## config.mk

```make
export PLATFORM = sky130hd
export DESIGN_NAME = type_signature_validator
export DESIGN_NICKNAME = d
export VERILOG_FILES = /design/src/hdl/tsv_pkg.sv /design/src/hdl/type_signature_validator.sv /design/src/hdl/tsv_ram.sv
export VERILOG_INCLUDE_DIRS = /design/src /design/src/hdl
export SDC_FILE = /design/constraint.sdc
export NUM_CORES = 1
export LEC_CHECK = 0
export BUFFER_PORTS_ARGS = -buffer_cell sky130_fd_sc_hd__buf_2
export CAP_MARGIN = 15
export CORE_UTILIZATION = 51
export CTS_BUF_LIST = sky130_fd_sc_hd__clkbuf_8
export DETAILED_ROUTE_END_ITERATION = 6
export HOLD_SLACK_MARGIN = 0.12
export PLACE_DENSITY = 0.68
export SLEW_MARGIN = 20
export SYNTH_ARGS = -nofsm -noshare
export SYNTH_HDL_FRONTEND = slang
export SYNTH_SLANG_ARGS = --single-unit
export TNS_END_PERCENT = 100
```

## constraint.sdc

```tcl
create_clock -name clk -period 8.6 [get_ports clk]
set_clock_uncertainty 0.15 [all_clocks]
set_input_delay 1.72 -clock clk [delete_from_list [all_inputs] [get_ports clk]]
set_output_delay 1.72 -clock clk [all_outputs]
set_load 0.02 [all_outputs]
```

## src/hdl/assert_macros.svh

```systemverilog
// Assertion macros shared by the RTL of the type signature validator.
// No dependencies; included by files that carry concurrent assertions.
`ifndef ASSERT_MACROS_SVH
`define ASSERT_MACROS_SVH

// Check that a property holds at every rising edge outside reset.
`define ASSERT_CLK(label, clk, rst_n, prop, msg) \
  label: assert property (@(posedge clk) disable iff (!rst_n) (prop)) else $error(msg);

// Check that an antecedent implies a consequent in the next cycle.
`define ASSERT_NEXT(label, clk, rst_n, ante, cons, msg) \
  label: assert property (@(posedge clk) disable iff (!rst_n) (ante) |=> (cons)) \
    else $error(msg);

`endif

```

## src/hdl/tsv_pkg.sv

```systemverilog
// Package for the type signature validator: type codes, frame kinds,
// status codes and sequencer states. No dependencies.
package tsv_pkg;

  localparam int STACK_DEPTH_DEF = 32;
  localparam int DEPTH_W         = 6;
  localparam int FRAME_W         = 4;

  typedef enum logic [1:0] {
    ST_PENDING = 2'd0,
    ST_TYPE    = 2'd1,
    ST_ERROR   = 2'd2,
    ST_ACCEPT  = 2'd3
  } status_t;

  typedef enum logic [FRAME_W-1:0] {
    FR_ARRAY        = 4'd0,
    FR_STRUCT_EMPTY = 4'd1,
    FR_STRUCT_SOME  = 4'd2,
    FR_DICT_NONE    = 4'd3,
    FR_DICT_ONE     = 4'd4,
    FR_DICT_TWO     = 4'd5
  } frame_t;

  typedef enum logic [2:0] {
    S_IDLE,
    S_EXEC,
    S_CPL,
    S_WAIT,
    S_FIN
  } state_t;

  // Container codes
  localparam logic [7:0] CH_ARRAY  = 8'h61; // a
  localparam logic [7:0] CH_LPAREN = 8'h28; // (
  localparam logic [7:0] CH_RPAREN = 8'h29; // )
  localparam logic [7:0] CH_LBRACE = 8'h7B; // {
  localparam logic [7:0] CH_RBRACE = 8'h7D; // }

  // Basic codes
  localparam logic [7:0] CH_BYTE    = 8'h79; // y
  localparam logic [7:0] CH_BOOL    = 8'h62; // b
  localparam logic [7:0] CH_INT16   = 8'h6E; // n
  localparam logic [7:0] CH_UINT16  = 8'h71; // q
  localparam logic [7:0] CH_INT32   = 8'h69; // i
  localparam logic [7:0] CH_UINT32  = 8'h75; // u
  localparam logic [7:0] CH_INT64   = 8'h78; // x
  localparam logic [7:0] CH_UINT64  = 8'h74; // t
  localparam logic [7:0] CH_DOUBLE  = 8'h64; // d
  localparam logic [7:0] CH_STRING  = 8'h73; // s
  localparam logic [7:0] CH_OBJPATH = 8'h6F; // o
  localparam logic [7:0] CH_SIG     = 8'h67; // g
  localparam logic [7:0] CH_VARIANT = 8'h76; // v

  function automatic logic is_basic(input logic [7:0] c);
    logic res;
    res = 1'b0;
    case (c) inside
      CH_BYTE, CH_BOOL, CH_INT16, CH_UINT16, CH_INT32, CH_UINT32, CH_INT64,
      CH_UINT64, CH_DOUBLE, CH_STRING, CH_OBJPATH, CH_SIG, CH_VARIANT: res = 1'b1;
      default: res = 1'b0;
    endcase
    return res;
  endfunction

endpackage

```

## src/hdl/type_signature_validator.sv

```systemverilog
// The result is registered from S_EXEC for an opener, a misplaced character or a character
// ignored under a held error; a basic code or a closer goes on to S_CPL, and a closer that
// leaves frames open first passes S_WAIT for the RAM read; each further array popped passes
// S_WAIT again (one RAM read) unless it empties the stack; a busy output holds it in S_FIN.
// in_stall is high outside S_IDLE, so a new character is taken only once the result of the
// last one has gone to the output register. Reset (rst_n, synchronous,
// active low) empties the stack and clears the error.
module type_signature_validator #(
  parameter int STACK_DEPTH = tsv_pkg::STACK_DEPTH_DEF
) (
  input  logic       clk,
  input  logic       rst_n,
  input  logic       in_valid,
  output logic       in_stall,
  input  logic [7:0] in_sig_char,
  input  logic       in_end_of_signature,
  output logic       out_valid,
  input  logic       out_stall,
  output logic [1:0] out_status,
  output logic [5:0] out_open_depth
);

`include "assert_macros.svh"

  localparam int LW = $clog2(STACK_DEPTH + 1);
  localparam int AW = $clog2(STACK_DEPTH);
  localparam int DW = tsv_pkg::DEPTH_W;
  localparam int FW = tsv_pkg::FRAME_W;

  // Sequencer and stack state
  tsv_pkg::state_t  state_r, state_nxt;
  logic [LW-1:0]    level_r, level_nxt;
  logic             err_r, err_nxt;
  tsv_pkg::frame_t  top_r, top_nxt;   // copy of the innermost frame
  logic [7:0]       char_r, char_nxt;
  logic             last_r, last_nxt;
  tsv_pkg::status_t status_r, status_nxt;

  // Output register
  logic             out_valid_r, out_valid_nxt;
  tsv_pkg::status_t out_status_r, out_status_nxt;
  logic [DW-1:0]    out_depth_r, out_depth_nxt;

  // Frame stack RAM port
  logic          ram_we;
  logic [AW-1:0] ram_waddr;
  logic [FW-1:0] ram_wdata;
  logic [AW-1:0] ram_raddr;
  logic [FW-1:0] ram_rdata;

  logic             out_free;
  logic             done;
  tsv_pkg::status_t done_status;
  tsv_pkg::frame_t  open_kind;
  logic             has_top;

  tsv_ram #(
    .WIDTH (FW),
    .DEPTH (STACK_DEPTH)
  ) u_stack (
    .clk   (clk),
    .we    (ram_we),
    .waddr (ram_waddr),
    .wdata (ram_wdata),
    .raddr (ram_raddr),
    .rdata (ram_rdata)
  );

  assign in_stall       = (state_r != tsv_pkg::S_IDLE);
  assign out_valid      = out_valid_r;
  assign out_status     = out_status_r;
  assign out_open_depth = out_depth_r;
  assign out_free       = !out_valid_r || !out_stall;
  assign has_top        = (level_r != '0);

  // Frame kind opened by a container code
  always_comb begin
    case (char_r)
      tsv_pkg::CH_LPAREN: open_kind = tsv_pkg::FR_STRUCT_EMPTY;
      tsv_pkg::CH_LBRACE: open_kind = tsv_pkg::FR_DICT_NONE;
      default:            open_kind = tsv_pkg::FR_ARRAY;
    endcase
  end

  always_ff @(posedge clk) begin
    if (!rst_n) begin
      state_r     <= tsv_pkg::S_IDLE;
      level_r     <= '0;
      err_r       <= 1'b0;
      out_valid_r <= 1'b0;
    end else begin
      state_r     <= state_nxt;
      level_r     <= level_nxt;
      err_r       <= err_nxt;
      out_valid_r <= out_valid_nxt;
    end
  end

  always_ff @(posedge clk) begin
    top_r        <= top_nxt;
    char_r       <= char_nxt;
    last_r       <= last_nxt;
    status_r     <= status_nxt;
    out_status_r <= out_status_nxt;
    out_depth_r  <= out_depth_nxt;
  end

  always_comb begin
    state_nxt      = state_r;
    level_nxt      = level_r;
    err_nxt        = err_r;
    top_nxt        = top_r;
    char_nxt       = char_r;
    last_nxt       = last_r;
    status_nxt     = status_r;
    out_valid_nxt  = out_valid_r;
    out_status_nxt = out_status_r;
    out_depth_nxt  = out_depth_r;
    ram_we         = 1'b0;
    ram_waddr      = AW'(level_r);
    ram_wdata      = FW'(open_kind);
    // A pop always reads the frame that becomes innermost
    ram_raddr      = AW'(level_r - LW'(2));
    done           = 1'b0;
    done_status    = tsv_pkg::ST_PENDING;

    // Drop the held result once it has been taken
    if (out_valid_r && !out_stall) begin
      out_valid_nxt = 1'b0;
    end

    case (state_r)
      tsv_pkg::S_IDLE: begin
        if (in_valid) begin
          char_nxt  = in_sig_char;
          last_nxt  = in_end_of_signature;
          state_nxt = tsv_pkg::S_EXEC;
        end
      end

      tsv_pkg::S_EXEC: begin
        if (err_r) begin
          // Sticky error: ignore the character, hold the depth
          done        = 1'b1;
          done_status = tsv_pkg::ST_ERROR;
        end else if (has_top && top_r == tsv_pkg::FR_DICT_TWO &&
                     char_r != tsv_pkg::CH_RBRACE) begin
          err_nxt     = 1'b1;
          done        = 1'b1;
          done_status = tsv_pkg::ST_ERROR;
        end else if (tsv_pkg::is_basic(char_r)) begin
          state_nxt = tsv_pkg::S_CPL;
        end else begin
          case (char_r)
            tsv_pkg::CH_ARRAY, tsv_pkg::CH_LPAREN, tsv_pkg::CH_LBRACE: begin
              done = 1'b1;
              if (level_r >= LW'(STACK_DEPTH)) begin
                err_nxt     = 1'b1;
                done_status = tsv_pkg::ST_ERROR;
              end else begin
                ram_we      = 1'b1;
                top_nxt     = open_kind;
                level_nxt   = level_r + LW'(1);
                done_status = tsv_pkg::ST_PENDING;
              end
            end
            tsv_pkg::CH_RPAREN: begin
              if (has_top && top_r == tsv_pkg::FR_STRUCT_SOME) begin
                level_nxt = level_r - LW'(1);
                state_nxt = (level_r > LW'(1)) ? tsv_pkg::S_WAIT : tsv_pkg::S_CPL;
              end else begin
                err_nxt     = 1'b1;
                done        = 1'b1;
                done_status = tsv_pkg::ST_ERROR;
              end
            end
            tsv_pkg::CH_RBRACE: begin
              if (has_top && top_r == tsv_pkg::FR_DICT_TWO) begin
                level_nxt = level_r - LW'(1);
                state_nxt = (level_r > LW'(1)) ? tsv_pkg::S_WAIT : tsv_pkg::S_CPL;
              end else begin
                err_nxt     = 1'b1;
                done        = 1'b1;
                done_status = tsv_pkg::ST_ERROR;
              end
            end
            default: begin
              err_nxt     = 1'b1;
              done        = 1'b1;
              done_status = tsv_pkg::ST_ERROR;
            end
          endcase
        end
      end

      // One step of type completion on the innermost frame
      tsv_pkg::S_CPL: begin
        ram_waddr = AW'(level_r - LW'(1));
        if (!has_top) begin
          done        = 1'b1;
          done_status = tsv_pkg::ST_TYPE;
        end else begin
          case (top_r)
            tsv_pkg::FR_ARRAY: begin
              // Finished array: pop and keep cascading
              level_nxt = level_r - LW'(1);
              state_nxt = (level_r > LW'(1)) ? tsv_pkg::S_WAIT : tsv_pkg::S_CPL;
            end
            tsv_pkg::FR_STRUCT_EMPTY: begin
              ram_we    = 1'b1;
              ram_wdata = FW'(tsv_pkg::FR_STRUCT_SOME);
              top_nxt   = tsv_pkg::FR_STRUCT_SOME;
              done      = 1'b1;
            end
            tsv_pkg::FR_DICT_NONE: begin
              ram_we    = 1'b1;
              ram_wdata = FW'(tsv_pkg::FR_DICT_ONE);
              top_nxt   = tsv_pkg::FR_DICT_ONE;
              done      = 1'b1;
            end
            tsv_pkg::FR_DICT_ONE: begin
              ram_we    = 1'b1;
              ram_wdata = FW'(tsv_pkg::FR_DICT_TWO);
              top_nxt   = tsv_pkg::FR_DICT_TWO;
              done      = 1'b1;
            end
            default: begin
              done = 1'b1;
            end
          endcase
        end
      end

      // RAM read data now holds the new innermost frame
      tsv_pkg::S_WAIT: begin
        top_nxt   = tsv_pkg::frame_t'(ram_rdata);
        state_nxt = tsv_pkg::S_CPL;
      end

      tsv_pkg::S_FIN: begin
        done        = 1'b1;
        done_status = status_r;
      end

      default: begin
        state_nxt = tsv_pkg::S_IDLE;
      end
    endcase

    // Hand the result to the output register, or hold it until free
    if (done) begin
      if (out_free) begin
        out_valid_nxt = 1'b1;
        out_depth_nxt = DW'(level_nxt);
        if (last_r) begin
          out_status_nxt = (err_nxt || level_nxt != '0) ? tsv_pkg::ST_ERROR
                                                        : tsv_pkg::ST_ACCEPT;
          level_nxt      = '0;
          err_nxt        = 1'b0;
        end else begin
          out_status_nxt = done_status;
        end
        state_nxt = tsv_pkg::S_IDLE;
      end else begin
        status_nxt = done_status;
        state_nxt  = tsv_pkg::S_FIN;
      end
    end
  end

  `ASSERT_CLK(a_level_bound, clk, rst_n, level_r <= LW'(STACK_DEPTH),
    "stack level beyond depth")
  `ASSERT_CLK(a_accept_empty, clk, rst_n,
    !(out_valid_r && out_status_r == tsv_pkg::ST_ACCEPT) || out_depth_r == '0,
    "accepted signature with open containers")
  `ASSERT_CLK(a_wait_nonempty, clk, rst_n,
    state_r != tsv_pkg::S_WAIT || level_r != '0,
    "stack read with nothing left open")
  `ASSERT_NEXT(a_sticky_hold, clk, rst_n,
    state_r == tsv_pkg::S_EXEC && err_r && !last_r, $stable(level_r),
    "depth moved while error is set")

endmodule

```

## src/hdl/tsv_ram.sv

```systemverilog
// Generic single-write, single-read RAM with registered read data.
// No dependencies.
module tsv_ram #(
  parameter int WIDTH = 4,
  parameter int DEPTH = 32
) (
  input  logic                     clk,
  input  logic                     we,
  input  logic [$clog2(DEPTH)-1:0] waddr,
  input  logic [WIDTH-1:0]         wdata,
  input  logic [$clog2(DEPTH)-1:0] raddr,
  output logic [WIDTH-1:0]         rdata
);

  logic [WIDTH-1:0] mem [DEPTH];

  always_ff @(posedge clk) begin
    if (we) begin
      mem[waddr] <= wdata;
    end
    rdata <= mem[raddr];
  end

endmodule

```

==> reports/results.ini <==
[outcome]
status = completed

[yosys]
yosys.area_share.simple_pct = 13.9
synth_top_family_by_area = simple AND/OR/NAND/NOR gates
synth_ff_type = edfxtp_1
synthArstFlopShare_pct = 0
syn_nets = 502
synth-edff-count = 118
avgSynthCellArea_um2 = 13.6
synth_compound_area_share_pct = 12.2
yosysSeqAreaShare_pct = 58.4
yosys.area_share.xor_xnor_pct = 0.650
synthesis.area_mm2 = 0.00655
synthMuxAreaShare_pct = 11.3
synthAdderAreaFrac_pct = 1.15
synth_cell_types = 82
synthCells = 483
yosysWarnings = 0
synth-seq-cells = 132

[timing]
fin_crit_sh_pct = 44.6
maxSlewViolCount = 0
tightest_slew_ns = 0.762
clock.fmax_mhz = 260
final_hold_viol_count = 0
min_period_ns = 3.84
tns_ns = 0
setup_viol = 0
rsz0062_at_grt = false
relSlewSlack_pct = 49.2

[setup_path]
path_class = reg2reg
end_kind = flop
cp.arrival_ns = 3.76
crit_path_max_fanout = 31
slowest_stage = a21oi_1
crit_family = simple AND/OR/NAND/NOR gates
required_ns = 8.52
cpPeakStageDelay_ns = 0.60
worstPathCellList = buf_4 -> inv_1 -> ha_1 -> or3b_1 -> nor3_1 -> o21ai_0 -> and3_1 -> a21oi_1
crit_buf_inv = 2
start_kind = flop

[finish]
final_cell_mix = edfxtp_1 (118), nor2_1 (55), mux4_2 (30)
num_antenna_cells = 0
layout_commonest_cell = edfxtp_1
layout.nets = 525
syn2layout_area_growth_pct = 9.86
drive_gt1_share_pct = 22.4

[global_route]
gr-usage-all-layers_pct = 23.3
grt_max_degree = 36
grt_pass1_vias = 4046
antenna_found_initial = 0
overflow = 0
grt_first_pass_wirelength_um = 22500

[clock_network]
cts_root_buf = clkbuf_8
postCtsHoldBufs = 0
postCtsSetupRepairBufs = 0
clk_latency_ns = 0.45
clock-sinks = 132
cts_buffer_depth = 2
path_clk_slew_ns = 0.07
ctsResizeCount = 0
htreeDepth = 4
numCtsBuffers = 17
cts_tree = built

[flow_run]
maxCapViolCount = 0

[pwr]
max-vdd-ir-drop_mv = 0.172
leakage_nw = 2.28
power.total_w = 0.00129
p_per_area_mw_per_mm2 = 180

[placed_design]
routabilityCongestion = 0.931
port_buffers = 22
place_hpwl_um = 9950

[die]
fp.dieW_um = 115
die_y_um = 115
dieArea_mm2 = 0.0133
rows = 41
start_util_pct = 52.1
core_mm2 = 0.0126
num_io_pins = 23

[min_path]
min_path_type = reg2reg

[routing]
drc = 0
num_vias = 4228
first_pass_iters = 5
wl_per_cell_um = 20.9
viasPerCell = 6.13
antenna_left = 0
wl_um = 14400
drt_iter0_drc = 584

## per-stage QoR
step           instance area [µm²]  setup slack [ns]  util, %  hold WS (ns)  std cells
4_1_cts                       7190              4.64     57.2         0.400        690
3_3_place_gp                  6820              4.83     54.3         0.386        659
6_report                      7190              4.76     57.2         0.401        690
5_1_grt                       7190              4.48     57.2         0.430        690
2_1_floorplan                 6550              4.74        -         0.369        483
3_5_place_dp                  6820              4.66     54.3         0.389        659
## metal layers
metal	part of all wire (%)	track usage [%]
met2	47	35.6
met1	45	32.6
met3	6.2	6.33
met4	1.8	7.62
met5	0	0
## cells by family (layout without fill, tap and decap cells)
logic type | count (synthesis) | after routing
simple gates | 169 | 169
flops | 132 | 132
compound gates | 101 | 101
mux | 36 | 36
buf+inv | 35 | 70
fa+ha+maj | 6 | 6
xor+xnor | 4 | 4
## flip-flops by register name (all words and copies together), names as in the netlist
| signal | count |
|---|---|
| out_valid | 1 |
| level_r | 6 |
| out_open_depth | 6 |
| u_stack.mem | 96 |
| status_r | 2 |
| top_r | 3 |
| char_r | 8 |
| u_stack.rdata | 3 |
| out_status | 2 |
| state_r | 3 |
| err_r | 1 |
| last_r | 1 |
## synthesized netlist by cell type (4+ instances only)
cell type    n  area (µm²)
o31ai_1      6        45.0
nor2b_1      8        50.1
o22ai_1      4        25.0
nand4_1      4        25.0
and3_1       6        37.5
a21o_1       6        45.0
a211oi_1     5        37.5
dfxtp_1     14         280
nand3_1      9        45.0
a21oi_1     14        70.1
and2_1       5        31.3
edfxtp_1   118        3540
ha_1         6        75.1
nor3_1      13        65.1
and3b_1      6        52.6
nor4_1       4        25.0
nor3b_1      6        45.0
o21ai_0     15        75.1
nand2_1     29         109
a31oi_1      5        31.3
nor2_1      55         206
buf_2       11        55.1
mux4_2      30         676
inv_1        9        33.8
clkbuf_1    10        37.5
## layout make-up
| cell class | count | area, µm² |
|---|---|---|
| fillers | 1026 | 5370 |
| flip-flops and latches | 132 | 3830 |
| multi-input cells | 316 | 2580 |
| clock buffers | 17 | 234 |
| well taps | 172 | 215 |
| repair buffers | 28 | 155 |
| clock inverters | 14 | 139 |
| inverters | 11 | 41.3 |
## final timing paths
kind | to | cells past startpoint | slack, ns | from
setup reg to reg | out_status[1]$_SDFFCE_PP1P_ | 8 | 4.76 | level_r[1]$_SDFF_PN0_
hold reg to reg | state_r[2]$_SDFFE_PN0P_ | 2 | 0.40 | out_valid$_SDFF_PN0_
hold / removal | state_r[2]$_SDFFE_PN0P_ | 2 | 0.40 | out_valid$_SDFF_PN0_
setup / recovery | out_status[1]$_SDFFCE_PP1P_ | 8 | 4.76 | level_r[1]$_SDFF_PN0_
## worst min-delay path, stage by stage (launching register included)
cell and delay [ns]:
dfxtp_1 0.33, nand2_1 0.12, nor3b_1 0.06
## power by group
group	switching (W)	total [W]	internal [W]	leakage [nW]
clock network	0.000244	0.000498	0.000254	0.189
logic	0.0000490	0.0000778	0.0000287	0.940
registers	0.0000137	0.000719	0.000705	1.16
Note: power is estimated with default switching activity, not from simulation.
